[config.mk]
export PLATFORM = sky130hd
export DESIGN_NAME = sabs_ctrl
export DESIGN_NICKNAME = d
export VERILOG_FILES = /design/src/rtl/sabs_pkg.sv /design/src/rtl/sabs_ctrl.sv
export SDC_FILE = /design/constraint.sdc
export NUM_CORES = 1
export LEC_CHECK = 0
export ABC_AREA = 1
export BUFFER_PORTS_ARGS = -buffer_cell sky130_fd_sc_hd__buf_4
export CORE_AREA = 10 10 47 49
export DETAILED_ROUTE_END_ITERATION = 8
export DIE_AREA = 0 0 57 59
export MAX_ROUTING_LAYER = met4
export PLACE_DENSITY = 0.49
export SETUP_SLACK_MARGIN = 0.02
export SLEW_MARGIN = 20
export SYNTH_ARGS = -nofsm -noshare
export SYNTH_HDL_FRONTEND = slang
export SYNTH_SLANG_ARGS = --single-unit
[constraint.sdc]
create_clock -name clk -period 2.6 [get_ports clk]
set_clock_uncertainty 0.2 [all_clocks]
set_input_delay 0.52 -clock clk [delete_from_list [all_inputs] [get_ports clk]]
set_output_delay 0.52 -clock clk [all_outputs]
set_load 0.01 [all_outputs]
[src/rtl/sabs_pkg.sv]
package sabs_pkg;

  // Table geometry
  localparam int DEPTH  = 1024;
  localparam int ADDR_W = $clog2(DEPTH);
  // Signed search bounds: room for -1 and for DEPTH
  localparam int PTR_W  = ADDR_W + 2;

  localparam logic signed [PTR_W-1:0] HI_MAX = PTR_W'(DEPTH - 1);

  // Commands from controller to datapath
  typedef struct packed {
    logic wr;        // store one table entry
    logic load;      // latch a new search
    logic probe_rd;  // read the entry at the midpoint
    logic probe_upd; // act on the midpoint compare
    logic back_rd;   // read the entry below first
    logic back_upd;  // step first down by one
    logic finish;    // register the result fields
  } sabs_cmd_t;

  // Status from datapath to controller
  typedef struct packed {
    logic empty;      // lo > hi
    logic eq;         // read word equals target
    logic first_zero; // backward walk reached index zero
  } sabs_stat_t;

endpackage

[src/rtl/sabs_ctrl.sv]
module sabs_ctrl
  import sabs_pkg::*;
(
  input  logic       clk,
  input  logic       rst,
  input  logic       start,
  input  logic       action,
  input  sabs_stat_t stat,
  output sabs_cmd_t  cmd,
  output logic       busy,
  output logic       done
);

  localparam logic [2:0] S_IDLE      = 3'd0;
  localparam logic [2:0] S_PROBE_ADR = 3'd1;
  localparam logic [2:0] S_PROBE_CMP = 3'd2;
  localparam logic [2:0] S_BACK_ADR  = 3'd3;
  localparam logic [2:0] S_BACK_CMP  = 3'd4;

  logic [2:0] state;
  logic [2:0] state_next;
  logic       accept;

  assign accept = start && (state == S_IDLE);
  assign busy   = (state != S_IDLE);

  // Next state and commands
  always_comb begin
    state_next = state;
    cmd        = '0;
    case (state)
      S_IDLE: begin
        if (accept && !action) begin
          cmd.wr = 1'b1;
        end else if (accept) begin
          cmd.load   = 1'b1;
          state_next = S_PROBE_ADR;
        end
      end
      S_PROBE_ADR: begin
        if (stat.empty) begin
          cmd.finish = 1'b1;
          state_next = S_IDLE;
        end else begin
          cmd.probe_rd = 1'b1;
          state_next   = S_PROBE_CMP;
        end
      end
      S_PROBE_CMP: begin
        cmd.probe_upd = 1'b1;
        state_next    = stat.eq ? S_BACK_ADR : S_PROBE_ADR;
      end
      S_BACK_ADR: begin
        if (stat.first_zero) begin
          cmd.finish = 1'b1;
          state_next = S_IDLE;
        end else begin
          cmd.back_rd = 1'b1;
          state_next  = S_BACK_CMP;
        end
      end
      S_BACK_CMP: begin
        if (stat.eq) begin
          cmd.back_upd = 1'b1;
          state_next   = S_BACK_ADR;
        end else begin
          cmd.finish = 1'b1;
          state_next = S_IDLE;
        end
      end
      default: begin
        state_next = S_IDLE;
      end
    endcase
  end

  always_ff @(posedge clk) begin
    if (rst) begin
      state <= S_IDLE;
      done  <= 1'b0;
    end else begin
      state <= state_next;
      done  <= cmd.finish;
    end
  end

`ifndef SYNTHESIS
  // A result beat follows a busy cycle and lands back in idle
  a_done_after_busy: assert property (@(posedge clk) disable iff (rst)
    done |-> $past(busy))
    else $error("result strobe without a search in progress");

  a_done_idle: assert property (@(posedge clk) disable iff (rst)
    done |-> !busy)
    else $error("result strobe while still busy");

  a_search_busy: assert property (@(posedge clk) disable iff (rst)
    (start && !busy && action) |=> busy)
    else $error("search accepted but controller not busy");

  a_write_no_busy: assert property (@(posedge clk) disable iff (rst)
    (start && !busy && !action) |=> (!busy && !done))
    else $error("table write started a search");
`endif

endmodule

==> results of run 1 <==
==> kinds of logic after synthesis <==
family                 after synthesis
AO/OA/AOI/OAI                        1
buffers and inverters               12
flip-flops                           4
AND/OR/NAND/NOR                     25
==> final cells by class <==
class                           count  area [um2]
Clock buffer                        3        22.5
Fill cell                         168         975
Inverter                           12        45.0
Multi-Input combinational cell     26         146
Sequential cell                     4        80.1
Tap cell                           16        20.0
Timing Repair Buffer               15         113
==> critical path, delay by kind of cell (launching register included) <==
kind | cells | cell delay (ns)
simple gates | 3 | 0.48
buf+inv | 1 | 0.14
flops | 1 | 0.36
==> worst min-delay path by stage <==
stage,startpoint,endpoint,slack (ns),cells past startpoint
after floorplan,state[1],state[2],0.31,2
after CTS,stat[0],state[2],0.26,2
final,stat[0],state[2],0.27,2
after global placement,state[1],state[2],0.36,2
after global routing,rst,done,0.27,2
after detailed placement,state[1],state[2],0.36,2
==> Yosys cell counts <==
cell     count
nand2_1      5
inv_2        2
a21oi_1      1
dfxtp_1      4
nand4_1      1
nand2_2      1
nand3_1      6
nor2_1       5
nor3_2       2
inv_1       10
nand3_2      1
nor3b_2      1
nor2_2       3
==> power by group <==
part	leakage (nW)	total [mW]	switching (mW)	internal, mW
logic	0.209	0.0475	0.0245	0.0230
registers	0.0325	0.0682	0.00366	0.0646
clock network	0.0138	0.0740	0.0226	0.0514
total	0.255	0.190	0.0507	0.139
==> state kept, by name, indices dropped and copies added (netlist names) <==
register / count
state: 3
done: 1
==> metal layers <==
layer / track usage / part of all wire / vias up / wire length [um]
li1: - / - / 166 / -
met1: 0.0477 / 0.46 / 125 / 330
met2: 0.0636 / 0.46 / 8 / 331
met3: 0.0193 / 0.077 / 0 / 55
met4: 0.0403 / 0 / 0 / 0
met5: - / 0 / - / 0
==> through the flow <==
| stage | hold slack (ns) | area (um2) | setup WS [ns] |
|---|---|---|---|
| final | 0.267 | 427 | 0.670 |
| after global routing | 0.269 | 427 | 0.575 |
| after CTS | 0.258 | 427 | 0.654 |
| after detailed placement | 0.362 | 404 | 0.784 |
| after global placement | 0.361 | 404 | 0.794 |
| after floorplan | 0.315 | 272 | 1.01 |
==> results.md, run 1 <==
- Status: completed
- Via density per instance: 3.93
- Worst r2r src: state[1]
- Mux contribution to synthesized area: 0
- Endpoints failing setup: 0
- Post-Synth Adder-Cell Area: 0
- Fmax: 518 MHz
- Clk pin slew, worst setup/hold paths: 0.04 ns
- Leakage power: 0.255 nW
- CTS buffer count: 3
- Core Region: 1400 um2
- # rows: 14
- Synth area leader: dfxtp_1
- Slew margin rel.: 0.848
- Wire length per cell: 9.43 um
- Largest net degree at the start of global routing: 6
- CP Data Required Time: 1.88 ns
- Post-Syn Nets: 49
- Post-CTS setup buffers: 0
- Register area share after synthesis: 0.295
- Hold Path Class: input pin to flop
- ANT nets after route: 0
- CTS Sinks: 4
- Worst Setup Start Kind: flop
- Setup_tns: 0 ns
- Crit path cell chain: nor2_2, nand2_2, nor3b_2, buf_4
- Starting density of the core: 0.194
- Antenna Cells: 0
- Crit path to: cmd[5]
- RSZ-0062 raised after global routing: false
- Final Hold Fails: 0
- Cell Area, Synth: 272 um2
- Period utilization: 0.742
- DR pass1 iterations: 4
- Pwr dens: 445 nW/um2
- Resize count post-CTS: 0
- Critical path peak fanout: 5
- Slowest cell on the critical path: dfxtp_1
- First-pass GRT wire length: 1180 um
- Arrival time at the worst endpoint: 1.21 ns
- Clk Latency, worst-skew pair: 0.23 ns
- Die width: 57 um
- Minimum clock period: 1.93 ns
- Netlist cell types: 13
- Synthesized area per cell: 6.46 um2
- Area grow syn2layout: 57.1%
- Yosys reg bits: 4
- Simple-gate share of the synthesized area: 0.521
- Die area: 3360 um2
- Dpl cells: 73
- Final Util: 0.304
- Htree depth: 1
- Post-Route WL: 717 um
- Reg2Reg Depth: 5
- Most frequent cells in the layout: buf_4 (15), inv_1 (10), nand3_1 (6)
- Tot Pwr: 0.190 mW
- Total gr overflow: 0
- Post-synthesis xor/xnor area fraction: 0
- Worst reg2reg setup slack: 1.45 ns
- Mapped Cells: 42
- Max-slew violations: 0
- Remaining DRCs: 0
- Max-Cap Viols: 0
- Die Height: 59 um
- Routability cong.: 0.698
- CTS root buffer: clkbuf_4
- Finished Layout Cells: 76
- CTS tree: done
- Slowest stage delay, CP: 0.36 ns
- Post-synth top area share: 0.295
- Fraction of layout cells with a size suffix above 1: 0.467
- I/O Pins: 16
- Post-CTS Hold Buffers: 0
- Vias in the first global route: 291
- Area contributors post-synth: dfxtp_1 (29%), inv_1 (14%), nand3_1 (11%)
- Initial antenna violation count: 0
- R2r endpoint: state[1]
- Largest family of logic cells by synthesized area: simple AND/OR/NAND/NOR gates
- Setup crit end kind: output pin
- Setup Crit Path Kind: flop to output pin
- Max rail drop VDD: 178 uV
- DR vias: 299
- IO Port Bufs: 15
- Worst setup startpoint: state[1]
- Synth Warn #: 0
- Commonest non-fill, non-tap cell in the layout: buf_4
- Slew @ Worst Pin: 0.228 ns
- Synth Area in Compound Gates: 0.0184
- 1st-iter DRT viols: 6
- Detailed placement HPWL: 632 um
- Total track usage: 0.0454
- Bufs on Longest Clock Path: 2
- NumNets Final: 69
No activity file was read; power rests on OpenSTA's default activity.
==> inputs of run 2 (changes only) <==
--- a/config.mk
+++ b/config.mk
@@ -5,13 +5,13 @@
 export SDC_FILE = /design/constraint.sdc
 export NUM_CORES = 1
 export LEC_CHECK = 0
-export ABC_AREA = 1
+export ABC_AREA = 0
 export BUFFER_PORTS_ARGS = -buffer_cell sky130_fd_sc_hd__buf_4
 export CORE_AREA = 10 10 47 49
 export DETAILED_ROUTE_END_ITERATION = 8
 export DIE_AREA = 0 0 57 59
 export MAX_ROUTING_LAYER = met4
-export PLACE_DENSITY = 0.49
+export PLACE_DENSITY = 0.48
 export SETUP_SLACK_MARGIN = 0.02
 export SLEW_MARGIN = 20
 export SYNTH_ARGS = -nofsm -noshare
==> constraint.sdc (replaced) <==
create_clock -name clk -period 1.6 [get_ports clk]
set_clock_uncertainty 0.2 [all_clocks]
set_input_delay 0.32 -clock clk [delete_from_list [all_inputs] [get_ports clk]]
set_output_delay 0.32 -clock clk [all_outputs]
set_load 0.01 [all_outputs]
==> results.md, run 2 <==
- Status: complete, but fails checks
- Failing checks: negative setup slack
- CP Data Required Time: 1.08 ns
- Detailed placement HPWL: 646 um
- Number of flops mapped to enable cells by yosys: 0
- CTS buffer count: 3
- Final Hold Fails: 0
- Most frequent cells in the layout: buf_4 (18), buf_6 (6), clkbuf_4 (3), dfxtp_2 (3)
- Worst Setup Start Kind: flop
- Post-route cell area: 528 um2
- Simple-gate share of the synthesized area: 0.412
- Post-CTS Hold Buffers: 0
- Setup Crit Path Kind: flop to output pin
- WP buf/inv: 1
- Via density per instance: 4.25
- Commonest non-fill, non-tap cell in the layout: buf_4
- Antenna Cells: 0
- First-pass GRT wire length: 1400 um
- Initial antenna violation count: 0
- Synth Warn #: 0
- Total gr overflow: 0
- Finished Layout Cells: 69
- Starting density of the core: 0.173
- IO Port Bufs: 15
- Wire length per cell: 12.3 um
- Setup_tns: -0.860 ns
- Post-Syn Nets: 34
- CTS root buffer: clkbuf_4
- CTS Sinks: 4
- Min Hold Slack: 0.177 ns
- Area grow syn2layout: 118%
- Area contributors post-synth: dfxtp_1 (33%), nor3b_1 (6.2%), o21a_1 (6.2%)
- # rows: 14
- Core Region: 1400 um2
- Regs by FF count: state (3), done (1)
- Slew margin rel.: 0.827
- Final Util: 0.377
- Post-synth top area share: 0.330
- Largest net degree at the start of global routing: 7
- Synth area leader: dfxtp_1
- RSZ-0062 raised after global routing: true
- Clk pin slew, worst setup/hold paths: 0.04 ns
- Routability cong.: 0.642
- Max-Cap Viols: 0
- Arrival time at the worst endpoint: 1.28 ns
- Die Height: 59 um
- Mux contribution to synthesized area: 0.0412
- Dpl cells: 62
- Post-synthesis xor/xnor area fraction: 0.0361
- Delay-heaviest family, CP: simple AND/OR/NAND/NOR gates
- Slew @ Worst Pin: 0.260 ns
- R2r endpoint: done
- Minimum clock period: 1.80 ns
- Bufs on Longest Clock Path: 2
- Max-slew violations: 0
- Synth Area in Compound Gates: 0.119
- Synthesized area per cell: 8.99 um2
- Setup ws final: -0.199 ns
- Crit path cell chain: or4b_4, o21ai_4, buf_6
- Cell Area, Synth: 243 um2
- Hold endpoint: state[0]
- Remaining DRCs: 0
- Largest reg by FF count: state
- Clk Latency, worst-skew pair: 0.23 ns
- Placed instance area: 402 um2
- Fmax: 556 MHz
- Netlist cell types: 19
- 1st-iter DRT viols: 0
- I/O Pins: 16
- Yosys reg bits: 4
- ANT nets after route: 0
- FILL cells: 157
- DR vias: 293
- DR pass1 iterations: 1
- Hold Path Class: input pin to flop
- Die width: 57 um
- Htree depth: 1
- NumNets Final: 62
- Die area: 3360 um2
- Endpoints failing setup: 7
- Share of async-settable or async-resettable flops after synthesis: 0
- Critical path peak fanout: 3
- Register area share after synthesis: 0.330
- Slowest cell on the critical path: or4b_4
- Fraction of layout cells with a size suffix above 1: 0.736
- Period utilization: 1.12
- Min-delay src: rst
- Hold Path Depth: 3
- Mapped Cells: 27
- Vias in the first global route: 340
- Slowest stage delay, CP: 0.52 ns
- CTS tree: done
- Top-count cell post-synth: dfxtp_1
- Setup crit end kind: output pin
- Max reg flops: 3
- Worst reg2reg setup slack: 0.28 ns
- Post-Synth Adder-Cell Area: 0
- Pwr dens: 606 nW/um2
- Max rail drop VDD: 371 uV
- Largest family of logic cells by synthesized area: simple AND/OR/NAND/NOR gates
- Post-Place Setup Slack: -0.0638 ns
- Tot Pwr: 0.320 mW
- Worst r2r src: state[1]
- Post-synth top flop: dfxtp_1
- Total track usage: 0.0573
- Reg2Reg Depth: 5
- Leakage power: 0.242 nW
- Post-Route WL: 851 um
## run 2: cell count changes after synthesis, sizes merged, moves of 2 or more
cell and delta:
inv -11, nand3 -7, nor2 -6, nand2 -4, and2 +2, o21a +2
## run 2: area by class of cell
type | count | area (um2) | area share
Clock buffer | 3 | 22.5 | 0.0427
Tap cell | 16 | 20.0 | 0.0379
Inverter | 1 | 3.75 | 0.00711
Timing Repair Buffer | 24 | 203 | 0.384
Multi-Input combinational cell | 21 | 195 | 0.370
Sequential cell | 4 | 83.8 | 0.159
## run 2: what timing repair did
action,CTS,global route
pin swaps,2,1
hold endpoints to repair,0,0
setup buffers,2,2
endpoints found under the setup margin,8,8
cloned,0,0
gates resized for setup,13,6
## run 2: cell families (layout without fill, tap and decap cells)
family	Yosys count	after routing
compound gates	4	4
flops	4	4
buf+inv	2	28
xor+xnor	1	1
simple gates	15	15
mux	1	1
## run 2: tightest hold or removal path, delay by kind of cell
kind / cells / cell delay, ns
AOI/OAI and AO/OA: 2 / 0.16
buffers and inverters: 1 / 0.09
## run 2: power breakdown
part           total [mW]  switching, mW  internal (mW)
Combinational      0.0910         0.0384         0.0526
Clock               0.123         0.0389         0.0837
Sequential          0.106        0.00210          0.104
Total               0.320         0.0794          0.240
## run 2: per-layer routing
| metal | up-vias | part of all wire | GRT usage |
|---|---|---|---|
| li1 | 147 | - | - |
| met1 | 133 | 0.40 | 0.0535 |
| met2 | 13 | 0.53 | 0.0884 |
| met3 | 0 | 0.073 | 0.0258 |
| met4 | 0 | 0 | 0.0503 |
| met5 | - | 0 | - |
## run 2: how the worst max path moves through the flow
stage / slack (ns) / startpoint / end / depth (start not counted)
final: -0.20 / state[0] / cmd[0] / 3
after global routing: -0.24 / state[1] / cmd[5] / 5
after CTS: -0.22 / state[0] / cmd[0] / 3
after detailed placement: -0.06 / stat[1] / cmd[0] / 4
after global placement: -0.06 / stat[1] / cmd[0] / 4
after floorplan: 0.06 / state[1] / cmd[0] / 3
==> inputs of run 3 (changes only) <==
--- a/config.mk
+++ b/config.mk
@@ -13,7 +13,7 @@
 export MAX_ROUTING_LAYER = met4
 export PLACE_DENSITY = 0.48
 export SETUP_SLACK_MARGIN = 0.02
-export SLEW_MARGIN = 20
+export SLEW_MARGIN = 10
 export SYNTH_ARGS = -nofsm -noshare
 export SYNTH_HDL_FRONTEND = slang
 export SYNTH_SLANG_ARGS = --single-unit
==> constraint.sdc (replaced) <==
create_clock -name clk -period 1.6 [get_ports clk]
set_clock_uncertainty 0.2 [all_clocks]
set_input_delay 0.24 -clock clk [delete_from_list [all_inputs] [get_ports clk]]
set_output_delay 0.24 -clock clk [all_outputs]
set_load 0.01 [all_outputs]
==> results.md, run 3 (synthesized netlist as in run 2, its figures left out) <==
- Regs by FF count: state (3), done (1)
- GR peak layer: met2
- Total gr overflow: 0
- Fraction of layout cells with a size suffix above 1: 0.708
- Setup ws final: -0.125 ns
- Status: complete, but fails checks
- Post-CTS Hold Buffers: 0
- Fmax: 580 MHz
- CTS Sinks: 4
- Starting density of the core: 0.173
- Failing checks: negative setup slack
- CTS tree: done
- Met2 GRT Util: 0.0791
- Worst reg2reg setup slack: 0.30 ns
- Slowest cell on the critical path: or4b_4
- Max-Cap Viols: 0
- Remaining DRCs: 0
- 1st-iter DRT viols: 3
- Endpoints failing setup: 4
- DR pass1 iterations: 2
- Clk pin slew, worst setup/hold paths: 0.04 ns
- Hold Path Class: input pin to flop
- Total track usage: 0.0510
- Vias in the first global route: 324
- Detailed placement HPWL: 642 um
- CP Data Required Time: 1.16 ns
- WP buf/inv: 1
- Antenna Cells: 0
- Minimum clock period: 1.72 ns
- Clk Latency, worst-skew pair: 0.23 ns
- Setup crit end kind: output pin
- CTS buffer count: 3
- Max rail drop VDD: 292 uV
- CTS root buffer: clkbuf_4
- Wire length per cell: 12.1 um
- Worst r2r src: state[0]
- # rows: 14
- Die width: 57 um
- Max reg flops: 3
- Die Height: 59 um
- Pwr dens: 637 nW/um2
- Critical path peak fanout: 2
- DR vias: 278
- Grt met1 use: 0.0486
- Delay-heaviest family, CP: simple AND/OR/NAND/NOR gates
- Crit path cell chain: or4b_4, o21ai_2, buf_4
- Most frequent cells in the layout: buf_4 (18), clkbuf_4 (3)
- First-pass GRT wire length: 1320 um
- Hold Path Depth: 3
- Post-Route WL: 775 um
- Setup Crit Path Kind: flop to output pin
- Via density per instance: 4.34
- I/O Pins: 16
- Commonest non-fill, non-tap cell in the layout: buf_4
- Final Hold Fails: 0
- Initial antenna violation count: 0
- R2r endpoint: state[2]
- Core Region: 1400 um2
- Slowest stage delay, CP: 0.51 ns
- NumNets Final: 57
- Die area: 3360 um2
- RSZ-0062 raised after global routing: true
- Arrival time at the worst endpoint: 1.28 ns
- Setup_tns: -0.197 ns
- Reg2Reg Depth: 4
- Worst Setup Start Kind: flop
- Bufs on Longest Clock Path: 2
- Max-slew violations: 0
- Period utilization: 1.08
- Largest net degree at the start of global routing: 6
- IO Port Bufs: 15
- Routability cong.: 0.700
- Leakage power: 0.215 nW
- Min-delay src: rst
- Tot Pwr: 0.297 mW
- Slew @ Worst Pin: 0.255 ns
- Slew margin rel.: 0.830
- Htree depth: 1
- ANT nets after route: 0
- Met3 GRT Util: 0.0236
- Hold endpoint: state[0]
- Area grow syn2layout: 92.3%
- Largest reg by FF count: state
## run 3: layout make-up
class / instances / area (um2)
flip-flops and latches: 4 / 88.8
inverters: 1 / 3.75
well taps: 16 / 20.0
fillers: 156 / 935
clock buffers: 3 / 22.5
multi-input cells: 21 / 185
repair buffers: 19 / 146
## run 3: timing repair
item	CTS	global route
buffers inserted	2	0
pin swaps	2	1
setup endpoints to repair	6	8
resized for setup	8	5
## run 3: worst reg2reg max path: stages (launching register included)
cell     delay, ns
dfxtp_4       0.33
buf_4         0.16
nor3_4        0.17
a21oi_1       0.14
and2_1        0.18
## run 3: stage by stage
stage          setup slack, ns   util  hold slack [ns]  cells  area (um2)
2_1_floorplan            0.135      -            0.214     27         243
3_3_place_gp            0.0673  0.271            0.340     59         379
3_5_place_dp            0.0587  0.271            0.342     59         379
4_1_cts                 -0.144  0.319           0.0808     64         447
5_1_grt                 -0.163  0.333            0.113     64         467
6_report                -0.125  0.333           0.0877     64         467
## run 3: worst max path at each step
stage          endpoint  cells after the start  slack, ns  startpoint
5_1_grt          cmd[0]                      3      -0.16    state[0]
3_5_place_dp     cmd[0]                      3       0.06    state[1]
6_report         cmd[0]                      3      -0.12    state[0]
3_3_place_gp     cmd[0]                      3       0.07    state[1]
4_1_cts          cmd[0]                      3      -0.14    state[0]
2_1_floorplan    cmd[0]                      3       0.14    state[1]
## run 3: metal layers
metal	wire [um]	vias to the layer above	share of wire
li1	-	137	-
met1	290	126	0.37
met2	398	13	0.51
met3	71	2	0.092
met4	14	0	0.018
met5	0	-	0
## run 3: report_power, final
part	internal (mW)	total, mW	switching [mW]
Sequential	0.102	0.104	0.00208
Combinational	0.0378	0.0711	0.0334
Clock	0.0837	0.122	0.0383
Total	0.223	0.297	0.0738
